<file path="src/sv/bsm_pkg.sv">
// Shared types and constants of the bank-switching mapper.
`timescale 1ns / 1ps

package bsm_pkg;

   localparam int ACTION_WIDTH   = 2;
   localparam int ADDRESS_WIDTH  = 16;
   localparam int VALUE_WIDTH    = 8;
   localparam int BANK_WIDTH     = 8;
   localparam int COUNT_WIDTH    = 9;
   localparam int CSR_IDX_WIDTH  = 2;
   localparam int NUM_BANK_REGS  = 8;
   localparam int REG_SEL_WIDTH  = 3;

   localparam logic [COUNT_WIDTH-1:0] PRG_COUNT_RESET = 9'd32;
   localparam logic [COUNT_WIDTH-1:0] CHR_COUNT_RESET = 9'd256;

   typedef enum logic [ACTION_WIDTH-1:0] {
      ACT_WRITE = 2'd0,
      ACT_TICK  = 2'd1,
      ACT_PRG   = 2'd2,
      ACT_CHR   = 2'd3
   } action_type;

   // CPU register code: address bits 14:13 and bit 0 (mask E001h, bit 15 set)
   typedef enum logic [2:0] {
      REG_BANK_SELECT = 3'b000,
      REG_BANK_DATA   = 3'b001,
      REG_MIRROR      = 3'b010,
      REG_WRAM        = 3'b011,
      REG_IRQ_LATCH   = 3'b100,
      REG_IRQ_RELOAD  = 3'b101,
      REG_IRQ_DISABLE = 3'b110,
      REG_IRQ_ENABLE  = 3'b111
   } reg_code_type;

   localparam logic [CSR_IDX_WIDTH-1:0] CSR_PRG_COUNT = 2'd0;
   localparam logic [CSR_IDX_WIDTH-1:0] CSR_CHR_COUNT = 2'd1;

endpackage

</file>
<file path="src/sv/bank_switch_mapper_scanline_irq.sv">
// Bank-switching mapper with scanline IRQ counter: top level.
// Each request (register write, scanline tick, program or pattern lookup) is
// decoded and applied in the cycle it is accepted, and its response appears
// in the response register on the next cycle. A new request can be taken
// every cycle while the consumer takes responses, since the response
// register drains while the next request is decoded. The only stall is a
// full response register that the consumer has not taken. Bank counts on
// the csr port are assumed to be written only while no request is in flight.
`timescale 1ns / 1ps

module bank_switch_mapper_scanline_irq (
   input  logic                                clock,
   input  logic                                reset,
   input  logic                                req_valid,
   output logic                                req_ready,
   input  logic [bsm_pkg::ACTION_WIDTH-1:0]    req_action,
   input  logic [bsm_pkg::ADDRESS_WIDTH-1:0]   req_address,
   input  logic [bsm_pkg::VALUE_WIDTH-1:0]     req_value,
   output logic                                rsp_valid,
   input  logic                                rsp_ready,
   output logic [bsm_pkg::BANK_WIDTH-1:0]      rsp_bank,
   output logic                                rsp_irq_pending,
   output logic                                rsp_mirror_horizontal,
   output logic                                rsp_wram_writable,
   input  logic                                csr_valid,
   output logic                                csr_ready,
   input  logic [bsm_pkg::CSR_IDX_WIDTH-1:0]   csr_index,
   input  logic [bsm_pkg::COUNT_WIDTH-1:0]     csr_data
);
   import bsm_pkg::*;

   logic [COUNT_WIDTH-1:0] prg_count_ff, prg_count_in;
   logic [COUNT_WIDTH-1:0] chr_count_ff, chr_count_in;

   logic [BANK_WIDTH-1:0]    bank_regs_ff [NUM_BANK_REGS];
   logic [BANK_WIDTH-1:0]    bank_regs_in [NUM_BANK_REGS];
   logic                     prg_mode_ff, prg_mode_in;
   logic                     chr_mode_ff, chr_mode_in;
   logic [REG_SEL_WIDTH-1:0] reg_select_ff, reg_select_in;
   logic [BANK_WIDTH-1:0]    irq_count_ff, irq_count_in;
   logic [BANK_WIDTH-1:0]    irq_latch_ff, irq_latch_in;
   logic                     reload_flag_ff, reload_flag_in;
   logic                     irq_on_ff, irq_on_in;
   logic                     irq_flag_ff, irq_flag_in;
   logic                     mirror_bit_ff, mirror_bit_in;
   logic                     wram_bit_ff, wram_bit_in;

   logic                     rsp_valid_ff, rsp_valid_in;
   logic [BANK_WIDTH-1:0]    rsp_bank_ff, rsp_bank_in;
   logic                     rsp_irq_ff;
   logic                     rsp_mirror_ff;
   logic                     rsp_wram_ff;

   logic                     accept;
   action_type               act;
   reg_code_type             reg_code;
   logic [COUNT_WIDTH-1:0]   prg_last, prg_second;
   logic [BANK_WIDTH-1:0]    prg_mask, chr_mask;
   logic [BANK_WIDTH-1:0]    prg_raw, chr_raw, prg_bank, chr_bank;
   logic [REG_SEL_WIDTH-1:0] chr_slot, chr_idx;
   logic [COUNT_WIDTH-1:0]   chr_last;

   assign req_ready = ~reset & (~rsp_valid_ff | rsp_ready);
   assign csr_ready = ~reset;
   assign accept    = req_valid & req_ready;
   assign act       = action_type'(req_action);
   assign reg_code  = reg_code_type'({req_address[14:13], req_address[0]});

   // program lookup: fixed banks are count-2 and count-1, all masked
   assign prg_last   = prg_count_ff - 9'd1;
   assign prg_second = prg_count_ff - 9'd2;
   assign prg_mask   = prg_last[BANK_WIDTH-1:0];

   always_comb begin
      unique case (req_address[14:13])
         2'd3:    prg_raw = prg_last[BANK_WIDTH-1:0];
         2'd1:    prg_raw = bank_regs_ff[7];
         default: begin
            // R6 sits in slot 0 for mode 0, slot 2 for mode 1
            if ((req_address[14:13] == 2'd0) == ~prg_mode_ff) begin
               prg_raw = bank_regs_ff[6];
            end else begin
               prg_raw = prg_second[BANK_WIDTH-1:0];
            end
         end
      endcase
      prg_bank = req_address[15] ? (prg_raw & prg_mask) : '0;
   end

   // pattern lookup: 2K pairs from R0/R1, 1K slots from R2-R5
   assign chr_last = chr_count_ff - 9'd1;
   assign chr_mask = chr_last[BANK_WIDTH-1:0];
   assign chr_slot = req_address[12:10] ^ {chr_mode_ff, 2'b00};

   always_comb begin
      if (chr_slot[2]) begin
         chr_idx = chr_slot - 3'd2;
      end else begin
         chr_idx = {1'b0, chr_slot[2:1]};
      end
      chr_raw = bank_regs_ff[chr_idx];
      if (!chr_slot[2]) begin
         chr_raw[0] = chr_slot[0];
      end
      chr_bank = (req_address[15:13] == 3'b000) ? (chr_raw & chr_mask) : '0;
   end

   always_comb begin
      prg_count_in = prg_count_ff;
      chr_count_in = chr_count_ff;
      if (csr_valid && csr_ready) begin
         if (csr_index == CSR_PRG_COUNT) begin
            prg_count_in = csr_data;
         end else if (csr_index == CSR_CHR_COUNT) begin
            chr_count_in = csr_data;
         end
      end
   end

   always_comb begin
      bank_regs_in   = bank_regs_ff;
      prg_mode_in    = prg_mode_ff;
      chr_mode_in    = chr_mode_ff;
      reg_select_in  = reg_select_ff;
      irq_count_in   = irq_count_ff;
      irq_latch_in   = irq_latch_ff;
      reload_flag_in = reload_flag_ff;
      irq_on_in      = irq_on_ff;
      irq_flag_in    = irq_flag_ff;
      mirror_bit_in  = mirror_bit_ff;
      wram_bit_in    = wram_bit_ff;
      rsp_bank_in    = '0;
      if (accept) begin
         unique case (act)
            ACT_WRITE: begin
               if (req_address[15]) begin
                  unique case (reg_code)
                     REG_BANK_SELECT: begin
                        chr_mode_in   = req_value[7];
                        prg_mode_in   = req_value[6];
                        reg_select_in = req_value[REG_SEL_WIDTH-1:0];
                     end
                     REG_BANK_DATA:   bank_regs_in[reg_select_ff] = req_value;
                     REG_MIRROR:      mirror_bit_in = req_value[0];
                     REG_WRAM:        wram_bit_in = (req_value[7:6] == 2'b10);
                     REG_IRQ_LATCH:   irq_latch_in = req_value;
                     REG_IRQ_RELOAD:  reload_flag_in = 1'b1;
                     REG_IRQ_DISABLE: begin
                        irq_on_in   = 1'b0;
                        irq_flag_in = 1'b0;
                     end
                     REG_IRQ_ENABLE:  irq_on_in = 1'b1;
                     default:         ;
                  endcase
               end
            end
            ACT_TICK: begin
               if (irq_count_ff == '0 || reload_flag_ff) begin
                  irq_count_in   = irq_latch_ff;
                  reload_flag_in = 1'b0;
               end else begin
                  irq_count_in = irq_count_ff - 8'd1;
               end
               if (irq_count_in == '0 && irq_on_ff) begin
                  irq_flag_in = 1'b1;
               end
            end
            ACT_PRG:   rsp_bank_in = prg_bank;
            ACT_CHR:   rsp_bank_in = chr_bank;
            default:   ;
         endcase
      end
   end

   assign rsp_valid_in = accept | (rsp_valid_ff & ~rsp_ready);

   always_ff @(posedge clock) begin
      if (reset) begin
         prg_count_ff   <= PRG_COUNT_RESET;
         chr_count_ff   <= CHR_COUNT_RESET;
         for (int i = 0; i < NUM_BANK_REGS; i++) begin
            bank_regs_ff[i] <= '0;
         end
         prg_mode_ff    <= 1'b0;
         chr_mode_ff    <= 1'b0;
         reg_select_ff  <= '0;
         irq_count_ff   <= '0;
         irq_latch_ff   <= '0;
         reload_flag_ff <= 1'b0;
         irq_on_ff      <= 1'b0;
         irq_flag_ff    <= 1'b0;
         mirror_bit_ff  <= 1'b0;
         wram_bit_ff    <= 1'b0;
         rsp_valid_ff   <= 1'b0;
      end else begin
         prg_count_ff   <= prg_count_in;
         chr_count_ff   <= chr_count_in;
         bank_regs_ff   <= bank_regs_in;
         prg_mode_ff    <= prg_mode_in;
         chr_mode_ff    <= chr_mode_in;
         reg_select_ff  <= reg_select_in;
         irq_count_ff   <= irq_count_in;
         irq_latch_ff   <= irq_latch_in;
         reload_flag_ff <= reload_flag_in;
         irq_on_ff      <= irq_on_in;
         irq_flag_ff    <= irq_flag_in;
         mirror_bit_ff  <= mirror_bit_in;
         wram_bit_ff    <= wram_bit_in;
         rsp_valid_ff   <= rsp_valid_in;
      end
   end

   // response payload, status bits taken after the request's update
   always_ff @(posedge clock) begin
      if (accept) begin
         rsp_bank_ff   <= rsp_bank_in;
         rsp_irq_ff    <= irq_flag_in;
         rsp_mirror_ff <= mirror_bit_in;
         rsp_wram_ff   <= wram_bit_in;
      end
   end

   assign rsp_valid             = rsp_valid_ff;
   assign rsp_bank              = rsp_bank_ff;
   assign rsp_irq_pending       = rsp_irq_ff;
   assign rsp_mirror_horizontal = rsp_mirror_ff;
   assign rsp_wram_writable     = rsp_wram_ff;

endmodule

</file>
<file path="config.mk">
export PLATFORM = sky130hd
export DESIGN_NAME = bank_switch_mapper_scanline_irq
export DESIGN_NICKNAME = d
export VERILOG_FILES = /design/src/sv/bsm_pkg.sv /design/src/sv/bank_switch_mapper_scanline_irq.sv
export SDC_FILE = /design/constraint.sdc
export NUM_CORES = 1
export LEC_CHECK = 0
export ABC_AREA = 1
export ABC_CLOCK_PERIOD_IN_PS = 2900
export BUFFER_PORTS_ARGS = -buffer_cell sky130_fd_sc_hd__buf_2
export CORE_UTILIZATION = 59
export DETAILED_ROUTE_END_ITERATION = 6
export HOLD_SLACK_MARGIN = 0.05
export PLACE_DENSITY = 0.77
export SETUP_SLACK_MARGIN = 0.4
export SYNTH_ARGS = -nofsm -noshare
export SYNTH_HDL_FRONTEND = slang
export SYNTH_SLANG_ARGS = --single-unit
</file>
<file path="constraint.sdc">
create_clock -name clock -period 2.9 [get_ports clock]
set_input_delay 0.87 -clock clock [delete_from_list [all_inputs] [get_ports clock]]
set_output_delay 0.87 -clock clock [all_outputs]
set_load 0.1 [all_outputs]
</file>
==> results_dict.tcl <==
set metrics [dict create \
    path_common_cell "buf_2" \
    syn_to_final_growth_pct 15.1 \
    die_h_um 98.6 \
    final_area_sq_um 6330 \
    cp-end-kind "output pin" \
    synth-seq-area-share 0.442 \
    clock_skew_ps 8.44 \
    required_ps 2030 \
    critPathSlowestCell "buf_2" \
    worst_pin_slew_ps 851 \
    power_density_nw_per_um2 626 \
    start_util 0.619 \
    gp_congestion 0.865 \
    synthCells 743 \
    crit_path_max_fanout 11 \
    crit_path_start_kind "input pin" \
    postCtsSetupBuffers 0 \
    hp-class "flip-flop to flip-flop" \
    grt_pass1_vias 4802 \
    max_freq_mhz 406 \
    status "finished clean" \
    dp_hpwl_um 9570 \
    yosys_register_bits 116 \
    port_buffers 45 \
    hold_violations 0 \
    cts.reportedPaths.clkPinSlew_ps 60 \
    clkLatencyLatePin_ps 520 \
    clkSinkCount 116 \
    synth_area_per_cell_sq_um 7.40 \
    vias_per_cell 5.71 \
    firstDrtPassIters 5 \
    setup_viol 0 \
    netlist_area_sq_um 5500 \
    cts_made_buffers 17 \
    synthArstFlopShare 0 \
    final_core_util 0.712 \
    syn-num-nets 790 \
    max-vdd-ir-drop_mv 0.386 \
    fp.coreArea_sq_um 8890 \
    grt_pass1_wl_um 22800 \
    maxCapViolations 0 \
    critPathKind "input pin to output pin" \
    cts_htree_levels 4 \
    synth_edf_count 11 \
    vias 5181 \
    post-route-period-util 0.850 \
    rows 34 \
    wl_per_cell_um 15.3 \
    p_leak_nw 2.79 \
    nNetsFinal 835 \
    antenna-diode-count 0 \
    cpPeakStageDelay_ps 420 \
    slew_headroom 0.430 \
    finalWirelength_um 13900 \
    dpl-instance-area_sq_um 5790 \
    ctsLongestPathBuffers 2 \
    grt_overflow_total 0 \
    crit_chain "buf_2 -> nor2_4 -> buf_2" \
    slew_violations 0 \
    synth_flop_cell "dfxtp_1" \
    worstPathArrival_ps 1600 \
    ys_types 45 \
    fill_cells 720 \
    grt_max_degree 64 \
    yosys_warnings 0 \
    die_w_um 98.6 \
    cts_tree "built" \
    rsz0062_at_grt "false" \
    period_needed_ps 2470 \
    antenna_found_initial 0 \
    grt_util_all_layers 0.301 \
    root_buffer "clkbuf_8" \
    final_layout_size_suffix_gt1_frac 0.136 \
    die_area_sq_um 9720 \
    boundaryPins 56 \
    ant_nets 0 \
    drc 0 \
    setup_tns_ps 0 \
    drt-initial-drc-count 334 \
]
-- report_power, final --
| part | internal, W | switching, W | leakage [nW] | total [W] |
|---|---|---|---|---|
| sequential | 0.00164 | 0.0000120 | 0.953 | 0.00165 |
| clock | 0.00123 | 0.000679 | 0.274 | 0.00191 |
| combinational | 0.000110 | 0.000289 | 1.57 | 0.000398 |
-- worst paths after layout --
path,start,to,slack (ps),cells past startpoint
worst max-delay path,reset,req_ready,430,3
worst min register to register,irq_latch_ff[2]$_SDFFE_PP0P_,irq_latch_ff[2]$_SDFFE_PP0P_,470,2
worst max register to register,chr_mode_ff$_SDFFE_PP0P_,rsp_bank[2]$_SDFFCE_PN0P_,740,12
worst min-delay path,irq_latch_ff[2]$_SDFFE_PP0P_,irq_latch_ff[2]$_SDFFE_PP0P_,470,2
-- kinds of logic after synthesis --
group                      after synthesis  synth area share
DFF                                    116             0.442
xor gates and xnor gates                 7            0.0111
AOI/OAI and AO/OA                      248             0.244
adders and majority gates                5            0.0114
muxes                                    1           0.00182
and+or+nand+nor                        228             0.183
buffers and inverters                  138             0.107
-- cells in the mapped netlist, types with 8 or more instances --
library cell / number / area [sq um]
nor2_1: 47 / 176
buf_6: 8 / 90.1
inv_2: 9 / 33.8
inv_1: 92 / 345
dfxtp_1: 105 / 2100
nand3_1: 36 / 180
o21ai_0: 114 / 571
a21oi_1: 98 / 490
clkbuf_1: 18 / 67.6
edfxtp_1: 11 / 330
nand2_1: 123 / 462
-- what timing repair did --
item                       in CTS  in global routing
resized for setup               1                  0
setup endpoints to repair       1                  0
hold buffers                    0                  0
-- routing by layer --
| metal | GRT usage | up-vias | routed length [um] |
|---|---|---|---|
| li1 | - | 2576 | - |
| met1 | 0.392 | 2381 | 6250 |
| met2 | 0.484 | 190 | 6350 |
| met3 | 0.0688 | 34 | 857 |
| met4 | 0.123 | 0 | 404 |
| met5 | 0 | - | 0 |
-- through the flow --
step	instances	setup WS [ps]	hold WS, ps	total power, W
finish	907	435	466	0.00396
global route	907	403	494	0.00409
CTS	907	430	470	0.00397
detailed placement	877	169	462	0.00207
global placement	877	198	443	0.00207
floorplan	743	409	430	0.00196
-- flip-flops by register name, summed over array words and instances (netlist names) --
| register | count |
|---|---|
| bank_regs_ff | 62 |
| chr_count_ff | 8 |
| irq_count_ff | 8 |
| irq_latch_ff | 8 |
| prg_count_ff | 8 |
| rsp_bank | 8 |
| reg_select_ff | 3 |
| chr_mode_ff | 1 |
| irq_flag_ff | 1 |
| irq_on_ff | 1 |
| mirror_bit_ff | 1 |
| prg_mode_ff | 1 |
| reload_flag_ff | 1 |
| rsp_irq_pending | 1 |
| rsp_mirror_horizontal | 1 |
| rsp_valid | 1 |
| rsp_wram_writable | 1 |
| wram_bit_ff | 1 |
-- placed cells by master, fill, tap and decap left out, types with 3 or more instances in the layout --
cell type / Yosys / final
nand2_1: 123 / 123
o21ai_0: 114 / 114
dfxtp_1: 105 / 105
a21oi_1: 98 / 98
inv_1: 92 / 91
nor2_1: 47 / 45
buf_2: 3 / 44
nand3_1: 36 / 36
clkbuf_16: 0 / 16
buf_4: 1 / 11
edfxtp_1: 11 / 11
inv_2: 9 / 10
o31ai_1: 7 / 7
nor3_1: 7 / 7
o211ai_1: 7 / 7
clkinv_1: 6 / 6
clkbuf_8: 0 / 6
xor2_1: 5 / 5
clkinv_2: 1 / 5
ha_1: 5 / 5
a211oi_1: 4 / 4
nor2_4: 3 / 4
o2111ai_1: 3 / 3
nand4_1: 3 / 3
nor2_2: 2 / 3
clkbuf_1: 18 / 3
-- critical path, delay by kind of cell --
family,cells,cell delay (ps)
simple gates,1,100
buf+inv,2,620
-- area by class of cell --
cell class / count / area, sq um / area share
Clock buffer: 25 / 494 / 0.0780
Inverter: 108 / 407 / 0.0642
Timing Repair Buffer: 56 / 323 / 0.0510
Tap cell: 108 / 135 / 0.0213
Clock inverter: 5 / 50.0 / 0.00790
Sequential cell: 116 / 2430 / 0.384
Multi-Input combinational cell: 489 / 2490 / 0.394
Note: power is estimated with default switching activity, not from simulation.
